[src/hdl/uerm_pkg.sv]
// Package for the ultrasonic echo range meter.
// Holds the event codes, flag bit positions, register indexes and reset values.
// No dependencies.
package uerm_pkg;

  localparam int TIMER_BITS_DEF = 8;

  localparam int CMD_W     = 3;
  localparam int BYTE_W    = 8;
  localparam int STATUS_W  = 6;
  localparam int SHIFT_W   = 4;
  localparam int CFG_IDX_W = 2;
  localparam int CFG_DATA_W = 8;

  typedef enum logic [CMD_W-1:0] {
    CMD_TICK  = 3'd0,
    CMD_RISE  = 3'd1,
    CMD_FALL  = 3'd2,
    CMD_TRIG  = 3'd3,
    CMD_READ  = 3'd4,
    CMD_ADC   = 3'd5
  } cmd_t;

  localparam logic [CFG_IDX_W-1:0] REG_OVF_LIMIT  = 2'd0;
  localparam logic [CFG_IDX_W-1:0] REG_SCALE_MULT = 2'd1;
  localparam logic [CFG_IDX_W-1:0] REG_SCALE_SHFT = 2'd2;

  localparam int F_BUSY   = 0;
  localparam int F_ECHOHI = 1;
  localparam int F_ECHOLO = 2;
  localparam int F_NEW    = 3;
  localparam int F_OVF    = 4;
  localparam int F_ERR    = 5;

  // Busy, echo high, echo low and new-data: the bits an aborted measurement drops.
  localparam logic [STATUS_W-1:0] ABORT_MASK = 6'b00_1111;

  localparam logic [BYTE_W-1:0]  OVF_LIMIT_RST  = 8'd20;
  localparam logic [BYTE_W-1:0]  SCALE_MULT_RST = 8'd34;
  localparam logic [SHIFT_W-1:0] SCALE_SHFT_RST = 4'd5;

endpackage

[src/hdl/uerm_if.sv]
// Valid/ready channel interfaces for the echo range meter: event input and result output.
// Depends on uerm_pkg for field widths.
interface uerm_in_if;
  logic                           valid;
  logic                           ready;
  logic [uerm_pkg::CMD_W-1:0]     cmd;
  logic [uerm_pkg::BYTE_W-1:0]    adc_value;

  modport source (output valid, cmd, adc_value, input ready);
  modport sink   (input valid, cmd, adc_value, output ready);
endinterface

interface uerm_out_if;
  logic                           valid;
  logic                           ready;
  logic [uerm_pkg::STATUS_W-1:0]  status;
  logic [uerm_pkg::BYTE_W-1:0]    range_high;
  logic [uerm_pkg::BYTE_W-1:0]    range_low;
  logic [uerm_pkg::BYTE_W-1:0]    infrared_value;
  logic                           read_valid;
  logic                           trigger_start;

  modport source (output valid, status, range_high, range_low, infrared_value,
                  read_valid, trigger_start, input ready);
  modport sink   (input valid, status, range_high, range_low, infrared_value,
                  read_valid, trigger_start, output ready);
endinterface

[src/hdl/ultrasonic_echo_range_meter.sv]
// Ultrasonic echo range meter: event decoding, timer, overflow check and range scaling.
// Depends on uerm_pkg and the channel interfaces in uerm_if.sv.
// The result of an accepted item is registered in the output register.
// Throughput: one item per cycle; the whole event is handled by one pass of logic
// from the state registers into the result register, and a new item is taken
// whenever the output register is empty or being emptied in the same cycle.
// Reset (synchronous, active low) clears all flags, counters, latched range and
// infrared sample, and loads the register defaults; no clearing pass is needed.
module ultrasonic_echo_range_meter #(
  parameter int TIMER_BITS = uerm_pkg::TIMER_BITS_DEF
) (
  input  logic                              clk,
  input  logic                              rst_n,
  uerm_in_if.sink                           in_ch,
  uerm_out_if.source                        out_ch,
  input  logic                              cfg_we,
  input  logic [uerm_pkg::CFG_IDX_W-1:0]    cfg_index,
  input  logic [uerm_pkg::CFG_DATA_W-1:0]   cfg_data
);

  localparam int BW     = uerm_pkg::BYTE_W;
  localparam int SW     = uerm_pkg::STATUS_W;
  localparam int RAW_W  = BW + TIMER_BITS;
  localparam int PROD_W = RAW_W + BW;

  // Configuration registers
  logic [BW-1:0]                  ovf_limit_r;
  logic [BW-1:0]                  scale_mult_r;
  logic [uerm_pkg::SHIFT_W-1:0]   scale_shft_r;

  // Measurement state
  logic [SW-1:0]         flag_r, flag_nxt;
  logic [TIMER_BITS-1:0] tick_r, tick_nxt;
  logic [BW-1:0]         ovf_cnt_r, ovf_cnt_nxt;
  logic [BW-1:0]         lat_hi_r, lat_hi_nxt;
  logic [BW-1:0]         lat_lo_r, lat_lo_nxt;
  logic [BW-1:0]         ir_r, ir_nxt;

  // Result register
  logic                  out_valid_r;
  logic [SW-1:0]         status_r, status_nxt;
  logic                  read_valid_r, read_valid_nxt;
  logic                  trig_r, trig_nxt;

  logic                  in_acc;
  logic                  running;
  logic [TIMER_BITS-1:0] tick_inc;
  logic [BW:0]           ovf_inc;
  logic [PROD_W-1:0]     prod;
  logic [PROD_W-1:0]     scaled;
  logic [15:0]           range_sat;

  assign in_ch.ready = !out_valid_r || out_ch.ready;
  assign in_acc      = in_ch.valid && in_ch.ready;

  assign running  = flag_r[uerm_pkg::F_BUSY] && flag_r[uerm_pkg::F_ECHOHI]
                    && !flag_r[uerm_pkg::F_ECHOLO];
  assign tick_inc = tick_r + TIMER_BITS'(1);
  assign ovf_inc  = {1'b0, ovf_cnt_r} + (BW+1)'(1);

  // Raw count is {overflows, ticks}; the product is kept wide so it never wraps.
  assign prod      = PROD_W'({ovf_cnt_r, tick_r}) * PROD_W'(scale_mult_r);
  assign scaled    = prod >> scale_shft_r;
  assign range_sat = (|scaled[PROD_W-1:16]) ? 16'hFFFF : scaled[15:0];

  always_comb begin
    flag_nxt       = flag_r;
    tick_nxt       = tick_r;
    ovf_cnt_nxt    = ovf_cnt_r;
    lat_hi_nxt     = lat_hi_r;
    lat_lo_nxt     = lat_lo_r;
    ir_nxt         = ir_r;
    read_valid_nxt = 1'b0;
    trig_nxt       = 1'b0;
    case (in_ch.cmd)
      uerm_pkg::CMD_TICK: begin
        tick_nxt = tick_inc;
        if (tick_inc == '0) begin
          if (running) begin
            // The limit is checked on the incremented count, so 255 still trips.
            if (ovf_inc > {1'b0, ovf_limit_r}) begin
              flag_nxt = (flag_r & ~uerm_pkg::ABORT_MASK);
              flag_nxt[uerm_pkg::F_OVF] = 1'b1;
            end
            ovf_cnt_nxt = ovf_inc[BW] ? {BW{1'b1}} : ovf_inc[BW-1:0];
          end else if (flag_r[uerm_pkg::F_BUSY]) begin
            // Timer wrapped before the echo came back.
            flag_nxt = (flag_r & ~uerm_pkg::ABORT_MASK);
            flag_nxt[uerm_pkg::F_ERR] = 1'b1;
          end
        end
      end
      uerm_pkg::CMD_RISE: begin
        if (flag_r[uerm_pkg::F_BUSY] && !flag_r[uerm_pkg::F_ECHOHI]
            && !flag_r[uerm_pkg::F_ECHOLO]) begin
          flag_nxt[uerm_pkg::F_ECHOHI] = 1'b1;
          tick_nxt    = '0;
          ovf_cnt_nxt = '0;
        end else begin
          flag_nxt = flag_r & ~uerm_pkg::ABORT_MASK;
        end
      end
      uerm_pkg::CMD_FALL: begin
        if (running) begin
          lat_hi_nxt = range_sat[15:8];
          lat_lo_nxt = range_sat[7:0];
          flag_nxt   = '0;
          flag_nxt[uerm_pkg::F_NEW] = 1'b1;
        end else begin
          flag_nxt = flag_r & ~uerm_pkg::ABORT_MASK;
        end
      end
      uerm_pkg::CMD_TRIG: begin
        if (!flag_r[uerm_pkg::F_BUSY]) begin
          flag_nxt[uerm_pkg::F_BUSY]   = 1'b1;
          flag_nxt[uerm_pkg::F_ECHOHI] = 1'b0;
          flag_nxt[uerm_pkg::F_ECHOLO] = 1'b0;
          flag_nxt[uerm_pkg::F_OVF]    = 1'b0;
          flag_nxt[uerm_pkg::F_ERR]    = 1'b0;
          tick_nxt    = '0;
          ovf_cnt_nxt = '0;
          trig_nxt    = 1'b1;
        end
      end
      uerm_pkg::CMD_READ: begin
        read_valid_nxt = 1'b1;
      end
      uerm_pkg::CMD_ADC: begin
        ir_nxt = in_ch.adc_value;
      end
      default: begin
      end
    endcase
    // A read reports new-data as it was, then clears it.
    status_nxt = flag_nxt;
    if (read_valid_nxt) begin
      flag_nxt[uerm_pkg::F_NEW] = 1'b0;
    end
  end

  always_ff @(posedge clk) begin
    if (!rst_n) begin
      ovf_limit_r  <= uerm_pkg::OVF_LIMIT_RST;
      scale_mult_r <= uerm_pkg::SCALE_MULT_RST;
      scale_shft_r <= uerm_pkg::SCALE_SHFT_RST;
    end else if (cfg_we) begin
      case (cfg_index)
        uerm_pkg::REG_OVF_LIMIT:  ovf_limit_r  <= cfg_data;
        uerm_pkg::REG_SCALE_MULT: scale_mult_r <= cfg_data;
        uerm_pkg::REG_SCALE_SHFT: scale_shft_r <= cfg_data[uerm_pkg::SHIFT_W-1:0];
        default: begin
        end
      endcase
    end
  end

  always_ff @(posedge clk) begin
    if (!rst_n) begin
      flag_r    <= '0;
      tick_r    <= '0;
      ovf_cnt_r <= '0;
      lat_hi_r  <= '0;
      lat_lo_r  <= '0;
      ir_r      <= '0;
    end else if (in_acc) begin
      flag_r    <= flag_nxt;
      tick_r    <= tick_nxt;
      ovf_cnt_r <= ovf_cnt_nxt;
      lat_hi_r  <= lat_hi_nxt;
      lat_lo_r  <= lat_lo_nxt;
      ir_r      <= ir_nxt;
    end
  end

  always_ff @(posedge clk) begin
    if (!rst_n) begin
      out_valid_r <= 1'b0;
    end else if (in_acc) begin
      out_valid_r <= 1'b1;
    end else if (out_ch.ready) begin
      out_valid_r <= 1'b0;
    end
  end

  // The latched range and infrared sample are read straight from the state registers,
  // which only change when the next item is accepted into the result register.
  always_ff @(posedge clk) begin
    if (in_acc) begin
      status_r     <= status_nxt;
      read_valid_r <= read_valid_nxt;
      trig_r       <= trig_nxt;
    end
  end

  assign out_ch.valid          = out_valid_r;
  assign out_ch.status         = status_r;
  assign out_ch.range_high     = lat_hi_r;
  assign out_ch.range_low      = lat_lo_r;
  assign out_ch.infrared_value = ir_r;
  assign out_ch.read_valid     = read_valid_r;
  assign out_ch.trigger_start  = trig_r;

`ifndef ASSERT_OFF
  a_trig_sets_busy: assert property (@(posedge clk) disable iff (!rst_n)
    in_acc && (in_ch.cmd == uerm_pkg::CMD_TRIG) && !flag_r[uerm_pkg::F_BUSY]
    |=> out_ch.valid && out_ch.trigger_start && out_ch.status[uerm_pkg::F_BUSY])
    else $error("trigger from idle did not start a measurement");

  a_read_clears_new: assert property (@(posedge clk) disable iff (!rst_n)
    in_acc && (in_ch.cmd == uerm_pkg::CMD_READ)
    |=> out_ch.read_valid && !flag_r[uerm_pkg::F_NEW])
    else $error("read did not answer or did not clear new-data");

  a_echo_needs_busy: assert property (@(posedge clk) disable iff (!rst_n)
    flag_r[uerm_pkg::F_ECHOHI] |-> flag_r[uerm_pkg::F_BUSY])
    else $error("echo high flag set without a measurement in progress");

  a_fall_latches: assert property (@(posedge clk) disable iff (!rst_n)
    in_acc && (in_ch.cmd == uerm_pkg::CMD_FALL) && running
    |=> (flag_r == (SW'(1) << uerm_pkg::F_NEW)) && (lat_lo_r == $past(range_sat[7:0])))
    else $error("echo fall did not latch the scaled range");
`endif

endmodule
[src/flat_wrapper.sv]
// flat-port wrapper written by rule: the top's interface ports become plain ports
module ultrasonic_echo_range_meter_flat 
#(
  parameter int TIMER_BITS = uerm_pkg::TIMER_BITS_DEF
)
  (clk, rst_n, cfg_we, cfg_index, cfg_data, in_ch_valid, in_ch_cmd, in_ch_adc_value, in_ch_ready, out_ch_valid, out_ch_status, out_ch_range_high, out_ch_range_low, out_ch_infrared_value, out_ch_read_valid, out_ch_trigger_start, out_ch_ready);
  uerm_in_if in_ch_i ();
  uerm_out_if out_ch_i ();
  input  logic clk;
  input  logic rst_n;
  input  logic cfg_we;
  input  logic [uerm_pkg::CFG_IDX_W-1:0] cfg_index;
  input  logic [uerm_pkg::CFG_DATA_W-1:0] cfg_data;
  input wire logic [$bits(in_ch_i.valid)-1:0] in_ch_valid;
  input wire logic [$bits(in_ch_i.cmd)-1:0] in_ch_cmd;
  input wire logic [$bits(in_ch_i.adc_value)-1:0] in_ch_adc_value;
  output wire logic [$bits(in_ch_i.ready)-1:0] in_ch_ready;
  output wire logic [$bits(out_ch_i.valid)-1:0] out_ch_valid;
  output wire logic [$bits(out_ch_i.status)-1:0] out_ch_status;
  output wire logic [$bits(out_ch_i.range_high)-1:0] out_ch_range_high;
  output wire logic [$bits(out_ch_i.range_low)-1:0] out_ch_range_low;
  output wire logic [$bits(out_ch_i.infrared_value)-1:0] out_ch_infrared_value;
  output wire logic [$bits(out_ch_i.read_valid)-1:0] out_ch_read_valid;
  output wire logic [$bits(out_ch_i.trigger_start)-1:0] out_ch_trigger_start;
  input wire logic [$bits(out_ch_i.ready)-1:0] out_ch_ready;
  assign in_ch_i.valid = in_ch_valid;
  assign in_ch_i.cmd = in_ch_cmd;
  assign in_ch_i.adc_value = in_ch_adc_value;
  assign in_ch_ready = in_ch_i.ready;
  assign out_ch_valid = out_ch_i.valid;
  assign out_ch_status = out_ch_i.status;
  assign out_ch_range_high = out_ch_i.range_high;
  assign out_ch_range_low = out_ch_i.range_low;
  assign out_ch_infrared_value = out_ch_i.infrared_value;
  assign out_ch_read_valid = out_ch_i.read_valid;
  assign out_ch_trigger_start = out_ch_i.trigger_start;
  assign out_ch_i.ready = out_ch_ready;
  ultrasonic_echo_range_meter #(.TIMER_BITS(TIMER_BITS)) u_core (.clk(clk), .rst_n(rst_n), .in_ch(in_ch_i), .out_ch(out_ch_i), .cfg_we(cfg_we), .cfg_index(cfg_index), .cfg_data(cfg_data));
endmodule
[config.mk]
export PLATFORM = sky130hd
export DESIGN_NAME = ultrasonic_echo_range_meter_flat
export DESIGN_NICKNAME = d
export VERILOG_FILES = /design/src/hdl/uerm_pkg.sv /design/src/hdl/uerm_if.sv /design/src/hdl/ultrasonic_echo_range_meter.sv /design/src/flat_wrapper.sv
export SDC_FILE = /design/constraint.sdc
export NUM_CORES = 1
export LEC_CHECK = 0
export BUFFER_PORTS_ARGS = -buffer_cell sky130_fd_sc_hd__buf_2
export CAP_MARGIN = 20
export CORE_ASPECT_RATIO = 1.25
export CORE_MARGIN = 1.5
export CORE_UTILIZATION = 55
export CTS_BUF_LIST = sky130_fd_sc_hd__clkbuf_8
export CTS_CLUSTER_DIAMETER = 200
export DETAILED_ROUTE_END_ITERATION = 8
export PLACE_DENSITY = 0.7
export SYNTH_ARGS = -nofsm -noshare
export SYNTH_HDL_FRONTEND = slang
export SYNTH_SLANG_ARGS = --single-unit
[constraint.sdc]
create_clock -name clk -period 6.8 [get_ports clk]
set_input_delay 1.02 -clock clk [delete_from_list [all_inputs] [get_ports clk]]
set_output_delay 1.02 -clock clk [all_outputs]
set_load 0.1 [all_outputs]
# Word level (Yosys, flattened, before mapping)
# Index checks and enable logic that the tools add are counted.
[word_totals] ff_bits=75 mem_count=0 out_inout_bits=34 rom_bits=0 ram_bits=0 latchBits=0 word_cells=77
[op_classes] n_lt_le_gt_ge=1 mul=1 addsub=2 eq_ne=11 n_bitwise=0 mux=26 n_div=0 n_reduce_logical=22 shifts=1
[ops] operator="8-bit case mux with 3 select lines" count=2
[ops] operator="8-bit two-way mux" count=5
[ops] operator="16-bit by 8-bit multiplier with 24-bit output" count=1
[ops] operator="6-bit two-way mux" count=4
[ops] operator="24-bit by 4-bit right shift with 24-bit output" count=1
[ops] operator="16-bit two-way mux" count=1
[ops] operator="3-bit case mux with 4 select lines" count=1
[ops] operator="8-bit by 1-bit adder with 9-bit output, second input constant" count=1
[ops] operator="9-bit by 8-bit greater-than comparator with 1-bit output" count=1
[ops] operator="8-bit by 1-bit adder with 8-bit output, second input constant" count=1
[ops] operator="8-bit zero test" count=1
[ops] operator="2-bit case mux with 4 select lines" count=1
[ops] operator="2-bit AND reduction" count=4
[ops] operator="8-bit OR reduction" count=1
[ops] operator="1-bit two-way mux" count=7
[ops] operator="3-bit by 2-bit equality test with 1-bit output, second input constant" count=2
[ops] operator="3-bit equality test, second input constant" count=2
[ops] operator="2-bit by 1-bit != test with 1-bit output, second input constant" count=3
[ops] operator="6-bit AND reduction" count=1
[ops] operator="1-bit logical AND" count=5
[ops] operator="5-bit two-way mux" count=1
[ops] operator="2-bit two-way mux" count=2
[ops] operator="4-bit AND reduction" count=1
[ops] operator="3-bit by 1-bit equality test with 1-bit output, second input constant" count=1
[ops] operator="12 further kinds" count=14

# Logic depth before layout (Yosys ltp)
# Gate-level depths: netlist of the first run.
[depth] ltp_word=7 depth_mapped=22

# Worst setup path after synthesis of the first run
# Ideal clock, no wire load.
[synth_path] kind="reg-to-reg" startpoint="register u_core.scale_mult_r[7]" endpoint="register u_core.lat_lo_r[7], in the netlist u_core.out_ch.range_low[7]" arrival_time_ps=5310 setup_time_ps=137 slack_ps=1353 stages_incl_launch_ff=21 required_ps=6663 cell_sequence="dfxtp_1 > clkbuf_1 > nand2_1 > fa_1 > fa_1 > inv_1 > fa_1 > inv_1 > fa_1 > inv_1 > ha_1 > and2_4 > a221oi_4 > a211oi_2 > o21ai_1 > a211oi_2 > a221oi_2 > nand2_1 > nor4_4 > buf_6 > a32oi_1"
[synth_between] elab_chain_len=4
[synth_rtl] item="start, declared" line="ultrasonic_echo_range_meter.sv:28" rtl="logic [BW-1:0] scale_mult_r;"
[synth_rtl] item="start signal, assigned" line="ultrasonic_echo_range_meter.sv:144" rtl="scale_mult_r <= uerm_pkg::SCALE_MULT_RST;"
[synth_rtl] item="start signal, assigned" line="ultrasonic_echo_range_meter.sv:149" rtl="uerm_pkg::REG_SCALE_MULT: scale_mult_r <= cfg_data;"
[synth_rtl] item="16-bit by 8-bit multiplier with 24-bit output (*)" line="ultrasonic_echo_range_meter.sv:62" rtl="assign prod = PROD_W'({ovf_cnt_r, tick_r}) * PROD_W'(scale_mult_r);"
[synth_rtl] item="24-bit by 4-bit right shift with 24-bit output (*)" line="ultrasonic_echo_range_meter.sv:63" rtl="assign scaled = prod >> scale_shft_r;"
[synth_rtl] item="8-bit OR reduction" line="ultrasonic_echo_range_meter.sv:64" rtl="assign range_sat = (|scaled[PROD_W-1:16]) ? 16'hFFFF : scaled[15:0];"
[synth_rtl] item="16-bit two-way mux (*)" line="ultrasonic_echo_range_meter.sv:64"
[synth_rtl] item="end signal, assigned" line="ultrasonic_echo_range_meter.sv:170" rtl="lat_lo_r <= lat_lo_nxt;"
[synth_rtl] item="end, declared" line="ultrasonic_echo_range_meter.sv:36" rtl="logic [BW-1:0] lat_lo_r, lat_lo_nxt;"
# Mark *: on every way between the ends. The rest lies on a longest branch, timed or not.
# A chain may end at the register's enable or synchronous reset.

# Worst setup path in the final report of the first run
[layout_path] startpoint="register u_core.scale_mult_r[7]" endpoint="register u_core.lat_lo_r[1], in the netlist u_core.out_ch.range_low[1]"
# Same word-level chain as after synthesis.

==> results of run 1 <==
## area by class of cell
type	count	area, um^2
well taps	216	270
flip-flops and latches	75	1580
clock buffers	10	138
repair buffers	69	370
clock inverters	6	70.1
multi-input cells	856	6880
inverters	114	428
fillers	1513	6530
## worst max-delay path: stages, from the launching register on
cell and delay (ns):
sky130_fd_sc_hd__dfxtp_1 0.67, sky130_fd_sc_hd__nand2_1 0.17, sky130_fd_sc_hd__fa_1 0.56, sky130_fd_sc_hd__fa_1 0.52
sky130_fd_sc_hd__fa_1 0.55, sky130_fd_sc_hd__inv_1 0.05, sky130_fd_sc_hd__fa_1 0.48, sky130_fd_sc_hd__ha_1 0.53
sky130_fd_sc_hd__nand4_1 0.27, sky130_fd_sc_hd__or3_1 0.46, sky130_fd_sc_hd__a211o_1 0.28, sky130_fd_sc_hd__nand3_2 0.10
sky130_fd_sc_hd__mux2i_1 0.12, sky130_fd_sc_hd__o32ai_2 0.39, sky130_fd_sc_hd__a41oi_2 0.25, sky130_fd_sc_hd__a2111oi_0 0.53
sky130_fd_sc_hd__a21oi_1 0.13
## cells in the final DEF (no fill, tap or decap), types with 11 or more instances in the layout
cell / n
sky130_fd_sc_hd__inv_1: 112
sky130_fd_sc_hd__and2_1: 100
sky130_fd_sc_hd__nor2_1: 96
sky130_fd_sc_hd__nand2_1: 88
sky130_fd_sc_hd__fa_1: 84
sky130_fd_sc_hd__dfxtp_1: 67
sky130_fd_sc_hd__a21oi_1: 65
sky130_fd_sc_hd__buf_2: 59
sky130_fd_sc_hd__ha_1: 55
sky130_fd_sc_hd__mux2i_1: 38
sky130_fd_sc_hd__o21ai_0: 31
sky130_fd_sc_hd__nor3_1: 23
sky130_fd_sc_hd__a211oi_1: 21
sky130_fd_sc_hd__nand3_1: 16
sky130_fd_sc_hd__xnor2_1: 15
sky130_fd_sc_hd__nand4_1: 14
sky130_fd_sc_hd__o211ai_1: 13
sky130_fd_sc_hd__a31oi_1: 11
## per-layer routing
| metal | up-vias | wire length [um] | track usage [%] |
|---|---|---|---|
| met2 | 208 | 11200 | 46.4 |
| met1 | 3874 | 10100 | 34.7 |
| met5 | - | 0 | 0 |
| met4 | 0 | 782 | 10.7 |
| met3 | 55 | 967 | 3.24 |
| li1 | 3858 | - | - |
## metrics by stage
step	area, um^2	total power [W]	hold slack (ns)
after floorplan	9170	0.000588	0.465
after global placement	9530	0.000624	0.450
after detailed placement	9530	0.000626	0.458
after CTS	9740	0.000995	0.469
after global routing	9740	0.00102	0.499
final	9740	0.000992	0.471
## final timing paths
kind,from,endpoint,depth (start not counted)
worst min-delay path,u_core.out_ch.range_low[0],u_core.out_ch.range_low[0],2
worst max-delay path,u_core.scale_mult_r[7],u_core.out_ch.range_low[1],16
worst max register to register,u_core.scale_mult_r[7],u_core.out_ch.range_low[1],16
worst min register to register,u_core.out_ch.range_low[0],u_core.out_ch.range_low[0],2
## registers in the layout (all words and copies together) (netlist names)
register                      flops
u_core.scale_mult_r               8
u_core.out_ch.trigger_start       1
u_core.out_ch.range_low           8
u_core.scale_shft_r               4
u_core.out_ch.status              6
u_core.out_ch.read_valid          1
u_core.flag_r                     6
u_core.ovf_cnt_r                  8
u_core.ovf_limit_r                8
u_core.tick_r                     8
u_core.out_ch.range_high          8
u_core.out_ch.infrared_value      8
u_core.out_ch.valid               1
## kinds of logic (layout without fill, tap and decap cells)
family | Yosys count | in the layout | synth area share [%]
xor+xnor | 22 | 22 | 2.10
fa+ha+maj | 139 | 139 | 25.8
buf+inv | 183 | 199 | 7.71
flops | 75 | 75 | 17.2
mux | 48 | 48 | 5.74
compound gates | 255 | 255 | 19.6
simple gates | 392 | 392 | 21.8
## power breakdown
group | switching [W] | leakage (nW) | internal, W
Sequential | 0.0000140 | 0.623 | 0.000458
Clock | 0.000191 | 0.104 | 0.000184
Combinational | 0.000104 | 3.62 | 0.0000414
==> qor.csv, run 1 <==
metric;value;unit
# port buffers;59;
relative max-transition margin;30.1;%
CP Class;reg2reg;
number of placement rows;52;
Horiz. Die Dim;119;um
share of flip-flops with an asynchronous set or reset;0;%
number of placed instances with taps included;1330;
TritonCTS clock tree;built;
Primary FF master, synth;sky130_fd_sc_hd__dfxtp_1;
library cell with the largest summed area after synthesis;sky130_fd_sc_hd__fa_1;
number of antenna repair diodes;0;
CTS hold repair buffers;0;
Yosys warning count;0;
first-pass GRT wire length;38200;um
Pwr Density;102;nW/um^2
cell with the most instances after synthesis;sky130_fd_sc_hd__inv_1;
CP required;7.06;ns
CORE AREA;16300;um^2
number of buffers inserted to repair setup after CTS;0;
CP arrival;6.45;ns
clock period minus final worst setup slack;6.20;ns
crit path capture type;register;
Max H-tree Level;3;
maximum VDD drop;0.125;mV
detailed-route wire length per cell;17.1;um
smallest setup slack after layout;0.604;ns
number of iterations in the first detailed-routing pass;5;
starting density of the core;56.4;%
final hold vios;0;
Resized Gates After CTS;0;
layout cells sized above 1;10.8;%
synthesized netlist cell count;1114;
Layout Cells excl Fill;1346;
number of max-slew violations in the final report;0;
worst-path fanout max;17;
CTS Buf Count;9;
top-level I/O count;60;
Lkg Pwr;4.35;nW
number of antenna violations at the first check in global routing;0;
Setup Total Neg Slack;0;ns
GP Congestion;0.944;
First DRT Iteration DRCs;481;
Total Die Area;17500;um^2
number of antenna-violating nets in the routed design;0;
Post-Synthesis Cell Area;9170;um^2
number of DRC violations after detailed routing;0;
largest net degree at the start of global routing;44;
post-route clock period utilization;91.1;%
GRT Residual Overflow;0;
synthesis-to-layout area growth;6.21;%
WL final;23000;um
Synth top area share;18.3;%
Clk Latency, worst-skew pair;0.38;ns
Finished Core Util;59.9;%
HPWL after DPL;18100;um
number of distinct library cell variants in the gate-level netlist after synthesis;83;
number of buffers on the longest clock path;2;
path category of the worst min-delay check;reg2reg;
Worst Skew;0.00982;ns
number of enable flip-flop cells after synthesis;8;
number of register bits inferred by synthesis;75;
via count;7995;
post-detailed-route via-to-cell ratio;5.94;
number of max-cap violations;0;
Worst Setup Start Kind;register;
reg2reg setup slack;0.60;ns
post-synthesis sequential area ratio;17.2;%
NumNets Final;1290;
global routing usage summed across all routing layers;26.9;%
cell types with the largest area share after synthesis;sky130_fd_sc_hd__fa_1 18%, sky130_fd_sc_hd__dfxtp_1 15%, sky130_fd_sc_hd__ha_1 7.5%;
RSZ-0062 raised after global routing;no;
run status;finished clean;
final setup violation count;0;
clock transition at the registers of the reported paths;0.09;ns
die boundary height;147;um
syn avg cell area;8.23;um^2
post-place setup slack;0.668;ns
most used standard cells in the synthesized netlist;112 x sky130_fd_sc_hd__inv_1, 100 x sky130_fd_sc_hd__and2_1, 96 x sky130_fd_sc_hd__nor2_1;
slew at the pin closest to its max-slew limit;1.04;ns
maximum frequency from static timing analysis;0.161;GHz
buffer type at the clock tree root;sky130_fd_sc_hd__clkbuf_8;
net count after synthesis;1279;
TritonCTS sink count;75;
vias in the first global route;7726;
(Power assumes the default switching activity.)
==> run 2: changes to the inputs <==
--- a/config.mk
+++ b/config.mk
@@ -13,7 +13,8 @@
 export CTS_BUF_LIST = sky130_fd_sc_hd__clkbuf_8
 export CTS_CLUSTER_DIAMETER = 200
 export DETAILED_ROUTE_END_ITERATION = 8
-export PLACE_DENSITY = 0.7
+export PLACE_DENSITY = 0.73
+export SKIP_LAST_GASP = 1
 export SYNTH_ARGS = -nofsm -noshare
 export SYNTH_HDL_FRONTEND = slang
 export SYNTH_SLANG_ARGS = --single-unit
==> constraint.sdc (replaced) <==
create_clock -name clk -period 5.5 [get_ports clk]
set_input_delay 0.825 -clock clk [delete_from_list [all_inputs] [get_ports clk]]
set_output_delay 0.825 -clock clk [all_outputs]
set_load 0.1 [all_outputs]
==> run 2 against run 1 <==
The run now ends with setup timing left. Design area rose by 17%. Clock-buffer cell count did not move. Clock skew rose by 0.0011 ns. Critical path type unchanged. Largest power group unchanged. Highest routed layer unchanged.
==> qor.csv, run 2 (synthesis gave the netlist of run 1 again) <==
metric;value;unit;change
Layout Cells excl Fill;1486;;+10%
CP required;5.74;ns;-1.32 ns
combined buffer and inverter count along the critical path;6;;+5
endpoint of the worst-slack reg-to-reg timing path;u_core.out_ch.range_high[3];;
number of fill cells;1290;;-15%
Total Die Area;17500;um^2;unchanged
switching power summed over all nets;0.000381;W;+23%
family with the most delay on the worst path;adder cells;;
fraction of power spent switching nets;32.0;%;+0.80 points
GP Congestion;0.935;;-0.94%
CTS Buf Count;9;;unchanged
TritonCTS sink count;75;;unchanged
top library cells by usage in the layout, fill and taps aside;141 x sky130_fd_sc_hd__buf_4, 111 x sky130_fd_sc_hd__inv_1, 97 x sky130_fd_sc_hd__and2_1, 94 x sky130_fd_sc_hd__nor2_1, 85 x sky130_fd_sc_hd__nand2_1;;
die boundary height;147;um;unchanged
most frequent cell on the critical path;sky130_fd_sc_hd__buf_4;;
# port buffers;59;;unchanged
portion of total power attributed to sequential cells;48.5;%;+1.0 points
failing checks;setup timing;;
buffer type at the clock tree root;sky130_fd_sc_hd__clkbuf_8;;
maximum frequency from static timing analysis;0.181;GHz;+12%
TritonCTS clock tree;built;;
RSZ-0062 raised after global routing;yes;;
Clk Latency, worst-skew pair;0.35;ns;-0.03 ns
Worst Hold Depth;2;;unchanged
number of placed instances with taps included;1452;;+9.2%
Clock Power Share;34.0;%;-3.8 points
GRT Residual Overflow;0;;unchanged
crit path capture type;register;;
Worst Setup Start Kind;register;;
layout cells sized above 1;27.8;%;+17 points
start of the worst register-to-register path;u_core.scale_mult_r[5];;
share of power burned in combinational logic;17.5;%;+2.8 points
reg2reg setup slack;-0.04;ns;-0.64 ns
via count;8788;;+9.9%
Slowest Stage Delay on Critical Path;0.57;ns;-0.10 ns
WL final;25600;um;+11%
number of DRC violations after detailed routing;0;;unchanged
path category of the worst min-delay check;reg2reg;;
top-level I/O count;60;;unchanged
Max H-tree Level;3;;unchanged
first-pass GRT wire length;39700;um;+3.9%
largest net degree at the start of global routing;45;;+2.3%
clock transition at the registers of the reported paths;0.09;ns;about the same
number of placement rows;52;;unchanged
slew at the pin closest to its max-slew limit;1.09;ns;+0.0449 ns
Slowest-stage cell, CP;sky130_fd_sc_hd__fa_1;;
post-detailed-route via-to-cell ratio;5.91;;-0.44%
final hold vios;0;;unchanged
Worst Skew;0.0110;ns;+0.00114 ns
min-delay src;u_core.out_ch.range_low[0];;
maximum VDD drop;0.125;mV;-0.52%
CP Class;reg2reg;;
synthesis-to-layout area growth;24.6;%;
detailed-route wire length per cell;17.2;um;+0.49%
worst-path fanout max;11;;-6
number of max-cap violations;0;;unchanged
number of max-slew violations in the final report;0;;unchanged
chain of cells forming the critical path;buf_4 -> and2_1 -> fa_1 -> fa_1 -> fa_1 -> fa_1 -> ha_2 -> buf_4 -> nand4_1 -> buf_4 -> a211oi_4 -> o211a_1 -> a211oi_4 -> buf_4 -> a221oi_4 -> nand2_2 -> nor4_4 -> buf_4 -> clkbuf_16 -> a31oi_1;;
run status;finished with violations;;
global routing usage summed across all routing layers;27.7;%;+0.73 points
vias in the first global route;8414;;+8.9%
number of antenna repair diodes;0;;unchanged
Pwr Density;104;nW/um^2;+2.2%
most common cell after layout, fill and taps aside;sky130_fd_sc_hd__buf_4;;
clock period minus final worst setup slack;5.54;ns;-0.657 ns
number of antenna-violating nets in the routed design;0;;unchanged
CP arrival;5.78;ns;-0.67 ns
worst min-delay path endpoint;u_core.out_ch.range_low[0];;
number of iterations in the first detailed-routing pass;5;;unchanged
First DRT Iteration DRCs;712;;+48%
Internal Dissipation;0.000809;W;+19%
number of buffers on the longest clock path;2;;unchanged
final setup violation count;16;;+16
NumNets Final;1430;;+11%
Lkg Pwr;5.11;nW;+18%
post-route clock period utilization;101;%;+9.6 points
Power Total;0.00119;W;+20%
number of antenna violations at the first check in global routing;0;;unchanged
HPWL after DPL;19500;um;+7.4%
CORE AREA;16300;um^2;unchanged
number of cells on the worst reg-to-reg path;20;;+4
Horiz. Die Dim;119;um;unchanged
smallest setup slack after layout;-0.0392;ns;-0.643 ns
relative max-transition margin;27.1;%;-3.0 points
worst slack on hold paths;0.481;ns;+0.00930 ns
starting density of the core;56.4;%;unchanged
## run 2: changes by cell type in the layout (fill, tap and decap cells not counted), moves of 4 or more
cell and delta:
sky130_fd_sc_hd__a2111oi_0 -5, sky130_fd_sc_hd__a211oi_1 -5, sky130_fd_sc_hd__a21oi_1 -14, sky130_fd_sc_hd__a21oi_2 +14
sky130_fd_sc_hd__buf_4 +131, sky130_fd_sc_hd__buf_6 +5, sky130_fd_sc_hd__dfxtp_1 -12, sky130_fd_sc_hd__dfxtp_2 +5
sky130_fd_sc_hd__dfxtp_4 +7, sky130_fd_sc_hd__ha_1 -12, sky130_fd_sc_hd__ha_4 +10, sky130_fd_sc_hd__o21ai_1 -4
sky130_fd_sc_hd__o21ai_2 +5
## run 2: final cells by class
cell class	instances	area, um^2	area share (%)
Multi-Input combinational cell	856	7440	65.1
Sequential cell	75	1610	14.1
Timing Repair Buffer	209	1490	13.0
Inverter	114	428	3.74
Tap cell	216	270	2.36
Clock buffer	10	138	1.20
Clock inverter	6	46.3	0.405
## run 2: power by group through the flow
stage	Combinational, W	Clock (W)	Sequential (W)
CTS	0.000194	0.000410	0.000579
global placement	0.000187	0	0.000592
floorplan	0.000101	0	0.000626
detailed placement	0.000189	0	0.000593
global route	0.000223	0.000429	0.000579
finish	0.000208	0.000404	0.000577
## run 2: what timing repair did
action                                  CTS  global route
endpoints found under the setup margin   16            16
pin swaps                                 8            33
cloned                                    0             1
hold buffers                              0             0
resized for setup                        36           100
setup buffers                             4            14
## run 2: stage by stage
stage,TNS (ns),util (%),cell area [um^2],setup WS [ns]
after floorplan,0,-,9170,0.0530
after global placement,-4.32,64.3,10500,-0.311
after detailed placement,-5.58,64.3,10500,-0.393
after CTS,-0.0762,66.7,10800,-0.0233
after global routing,-2.31,70.3,11400,-0.167
final,-0.306,70.3,11400,-0.0392
## run 2: tightest hold or removal path: stages, from the launching register on
cell	delay, ns
sky130_fd_sc_hd__dfxtp_1	0.33
sky130_fd_sc_hd__nand2_1	0.06
sky130_fd_sc_hd__a32oi_1	0.04
## run 2: worst max path at each step
stage	cells past startpoint	end	from	slack, ns
detailed placement	19	u_core.out_ch.range_high[1]	u_core.scale_mult_r[4]	-0.39
global route	21	u_core.out_ch.range_high[3]	u_core.scale_mult_r[5]	-0.17
finish	20	u_core.out_ch.range_high[3]	u_core.scale_mult_r[5]	-0.04
CTS	22	u_core.out_ch.range_high[1]	u_core.scale_mult_r[5]	-0.02
floorplan	20	u_core.out_ch.range_low[7]	u_core.scale_mult_r[7]	0.05
global placement	19	u_core.out_ch.range_low[1]	u_core.scale_mult_r[4]	-0.31
## run 2: routing by layer
metal  global-route usage [%]  up-vias  routed length, um
met5                        0        -                  0
met4                     11.0        0               1050
met3                     3.43      103               1100
met2                     50.3      285              13300
met1                     33.2     4255              10100
li1                         -     4145                  -
==> run 3: changes to the inputs <==
--- a/config.mk
+++ b/config.mk
@@ -13,7 +13,7 @@
 export CTS_BUF_LIST = sky130_fd_sc_hd__clkbuf_8
 export CTS_CLUSTER_DIAMETER = 200
 export DETAILED_ROUTE_END_ITERATION = 8
-export PLACE_DENSITY = 0.73
+export PLACE_DENSITY = 0.7
 export SKIP_LAST_GASP = 1
 export SYNTH_ARGS = -nofsm -noshare
 export SYNTH_HDL_FRONTEND = slang
==> constraint.sdc (replaced) <==
create_clock -name clk -period 6.6 [get_ports clk]
set_input_delay 0.99 -clock clk [delete_from_list [all_inputs] [get_ports clk]]
set_output_delay 0.99 -clock clk [all_outputs]
set_load 0.1 [all_outputs]
==> run 3 against run 2 <==
The run now ends clean. Register-to-register slack gained 0.45 ns. Clock-buffer cell count unchanged. Power shrank 11%. Die area did not move. Wire length down 9.2%. Sequential share of layout area rose by 2.0 points. Clock power is 3% higher. Critical endpoint is now u_core.out_ch.range_low[1]. Largest cell class unchanged.
==> qor.csv, run 3 (synthesis gave the netlist of run 1 again) <==
metric;value;unit;change
run status;finished clean;;
number of buffers on the longest clock path;2;;unchanged
number of antenna repair diodes;0;;unchanged
footprint of the flip-flops and latches;1580;um^2;-2.0%
layout cells sized above 1;11.6;%;-16 points
CORE AREA;16300;um^2;unchanged
global routing usage summed across all routing layers;27.3;%;-0.39 points
GRT Residual Overflow;0;;unchanged
post-route clock period utilization;93.8;%;-6.9 points
maximum frequency from static timing analysis;0.161;GHz;-11%
number of placement rows;52;;unchanged
number of placed instances with taps included;1340;;-7.7%
CP arrival;6.44;ns;+0.66 ns
HPWL after DPL;18300;um;-6.2%
Resized Gates After CTS;0;;-100%
Slowest-stage cell, CP;sky130_fd_sc_hd__dfxtp_1;;
reg2reg setup slack;0.41;ns;+0.45 ns
crit path capture type;register;;
number of max-cap violations;0;;unchanged
number of antenna violations at the first check in global routing;0;;unchanged
Power Total;0.00106;W;-11%
NumNets Final;1300;;-9.1%
TritonCTS clock tree;built;;
number of fill cells;1507;;+17%
Slowest Stage Delay on Critical Path;0.70;ns;+0.13 ns
CTS Buf Count;9;;unchanged
clock period minus final worst setup slack;6.19;ns;+0.653 ns
number of iterations in the first detailed-routing pass;5;;unchanged
CP Class;reg2reg;;
slew at the pin closest to its max-slew limit;1.07;ns;-0.0131 ns
Critical Path Source;u_core.scale_mult_r[3];;
synthesis-to-layout area growth;7.30;%;
via count;8025;;-8.7%
Worst Setup Start Kind;register;;
path category of the worst min-delay check;reg2reg;;
CP required;6.85;ns;+1.11 ns
most frequent cell on the critical path;sky130_fd_sc_hd__fa_1;;
largest net degree at the start of global routing;44;;-2.2%
vias in the first global route;7729;;-8.1%
Layout Cells excl Fill;1356;;-8.7%
number of DRC violations after detailed routing;0;;unchanged
worst slack on hold paths;0.470;ns;-0.0103 ns
Total Die Area;17500;um^2;unchanged
number of buffers inserted to repair setup after CTS;0;;-4
top-level I/O count;60;;unchanged
number of cells on the worst reg-to-reg path;17;;-15%
number of cells on the critical path;17;;-15%
post-detailed-route via-to-cell ratio;5.92;;about the same
combined buffer and inverter count along the critical path;2;;-4
most common cell after layout, fill and taps aside;sky130_fd_sc_hd__inv_1;;
TritonCTS sink count;75;;unchanged
# port buffers;59;;unchanged
WL final;23200;um;-9.2%
detailed-route wire length per cell;17.1;um;-0.50%
RSZ-0062 raised after global routing;no;;
top library cells by usage in the layout, fill and taps aside;112 x sky130_fd_sc_hd__inv_1, 100 x sky130_fd_sc_hd__and2_1, 96 x sky130_fd_sc_hd__nor2_1, 88 x sky130_fd_sc_hd__nand2_1, 84 x sky130_fd_sc_hd__fa_1;;
Lkg Pwr;4.41;nW;-14%
First DRT Iteration DRCs;543;;-24%
die boundary height;147;um;unchanged
clock transition at the registers of the reported paths;0.08;ns;about the same
post-place setup slack;0.507;ns;+0.901 ns
chain of cells forming the critical path;and2_1 -> fa_1 -> inv_1 -> fa_1 -> fa_1 -> inv_1 -> fa_1 -> ha_1 -> nand4_1 -> or3_1 -> a211o_1 -> nand3_2 -> mux2i_1 -> o32ai_2 -> a41oi_2 -> a2111oi_0 -> a21oi_1;;
Worst Skew;0.0108;ns;-0.000134 ns
Setup Total Neg Slack;0;ns;+0.306 ns
relative max-transition margin;28.0;%;+0.88 points
start of the worst register-to-register path;u_core.scale_mult_r[3];;
CTS hold repair buffers;0;;unchanged
smallest setup slack after layout;0.408;ns;+0.447 ns
Horiz. Die Dim;119;um;unchanged
maximum VDD drop;0.151;mV;+21%
family with the most delay on the worst path;adder cells;;
total area of multi-input combinational cells;6880;um^2;-7.5%
final hold vios;0;;unchanged
number of max-slew violations in the final report;0;;unchanged
first-pass GRT wire length;38400;um;-3.1%
starting density of the core;56.4;%;unchanged
endpoint of the worst-slack reg-to-reg timing path;u_core.out_ch.range_low[1];;
GP Congestion;0.979;;+4.7%
buffer type at the clock tree root;sky130_fd_sc_hd__clkbuf_8;;
Clk Latency, worst-skew pair;0.38;ns;+0.03 ns
Critical Path Sink;u_core.out_ch.range_low[1];;
Max H-tree Level;3;;unchanged
final setup violation count;0;;-16
worst-path fanout max;17;;+6
Pwr Density;107;nW/um^2;+3.0%
number of antenna-violating nets in the routed design;0;;unchanged
run 3: cell types whose count changed in the layout (fill, tap and decap cells not counted), moves of 4 or more:
cell / change
sky130_fd_sc_hd__ha_4: -10
sky130_fd_sc_hd__a21oi_2: -14
sky130_fd_sc_hd__a2111oi_0: +5
sky130_fd_sc_hd__ha_1: +12
sky130_fd_sc_hd__buf_6: -5
sky130_fd_sc_hd__buf_4: -121
sky130_fd_sc_hd__o21ai_1: +4
sky130_fd_sc_hd__dfxtp_4: -7
sky130_fd_sc_hd__a211oi_1: +5
sky130_fd_sc_hd__a21oi_1: +14
sky130_fd_sc_hd__dfxtp_2: -5
sky130_fd_sc_hd__o21ai_2: -5
sky130_fd_sc_hd__dfxtp_1: +12
run 3: tightest hold or removal path: cells and delay by family, from the launching register on:
kind             cells  cell delay (ns)
flip-flops           1             0.32
AO/OA/AOI/OAI        1             0.05
AND/OR/NAND/NOR      1             0.06
run 3: report_power, final:
| group | internal, W | switching [W] |
|---|---|---|
| clock network | 0.000228 | 0.000191 |
| logic | 0.0000440 | 0.000109 |
| registers | 0.000471 | 0.0000126 |
run 3: worst min-delay path by stage:
stage                                 from                           to  depth (start not counted)
5_1_grt         u_core.out_ch.range_low[0]   u_core.out_ch.range_low[0]                          2
4_1_cts        u_core.out_ch.range_high[4]  u_core.out_ch.range_high[4]                          2
2_1_floorplan        u_core.ovf_limit_r[0]        u_core.ovf_limit_r[0]                          2
6_report        u_core.out_ch.range_low[0]   u_core.out_ch.range_low[0]                          2
3_3_place_gp    u_core.out_ch.range_low[0]   u_core.out_ch.range_low[0]                          2
3_5_place_dp    u_core.out_ch.range_low[0]   u_core.out_ch.range_low[0]                          2
run 3: routing by layer:
layer | global-route usage, % | wire (um)
met2 | 46.3 | 11200
met1 | 35.4 | 10200
met5 | 0 | 0
met3 | 3.63 | 1070
met4 | 10.8 | 771
run 3: cell type report:
cell class,instances,share of cell area [%]
Sequential cell,75,16.1
Tap cell,216,2.75
Clock inverter,6,0.966
Multi-Input combinational cell,856,69.9
Clock buffer,10,1.40
Inverter,114,4.35
Timing Repair Buffer,79,4.53
run 3: through the flow:
step                      util (%)  cell area [um^2]
after floorplan                  -              9170
after global placement        59.1              9610
after detailed placement      59.1              9610
after CTS                     60.5              9840
after global routing          60.5              9840
final                         60.5              9840
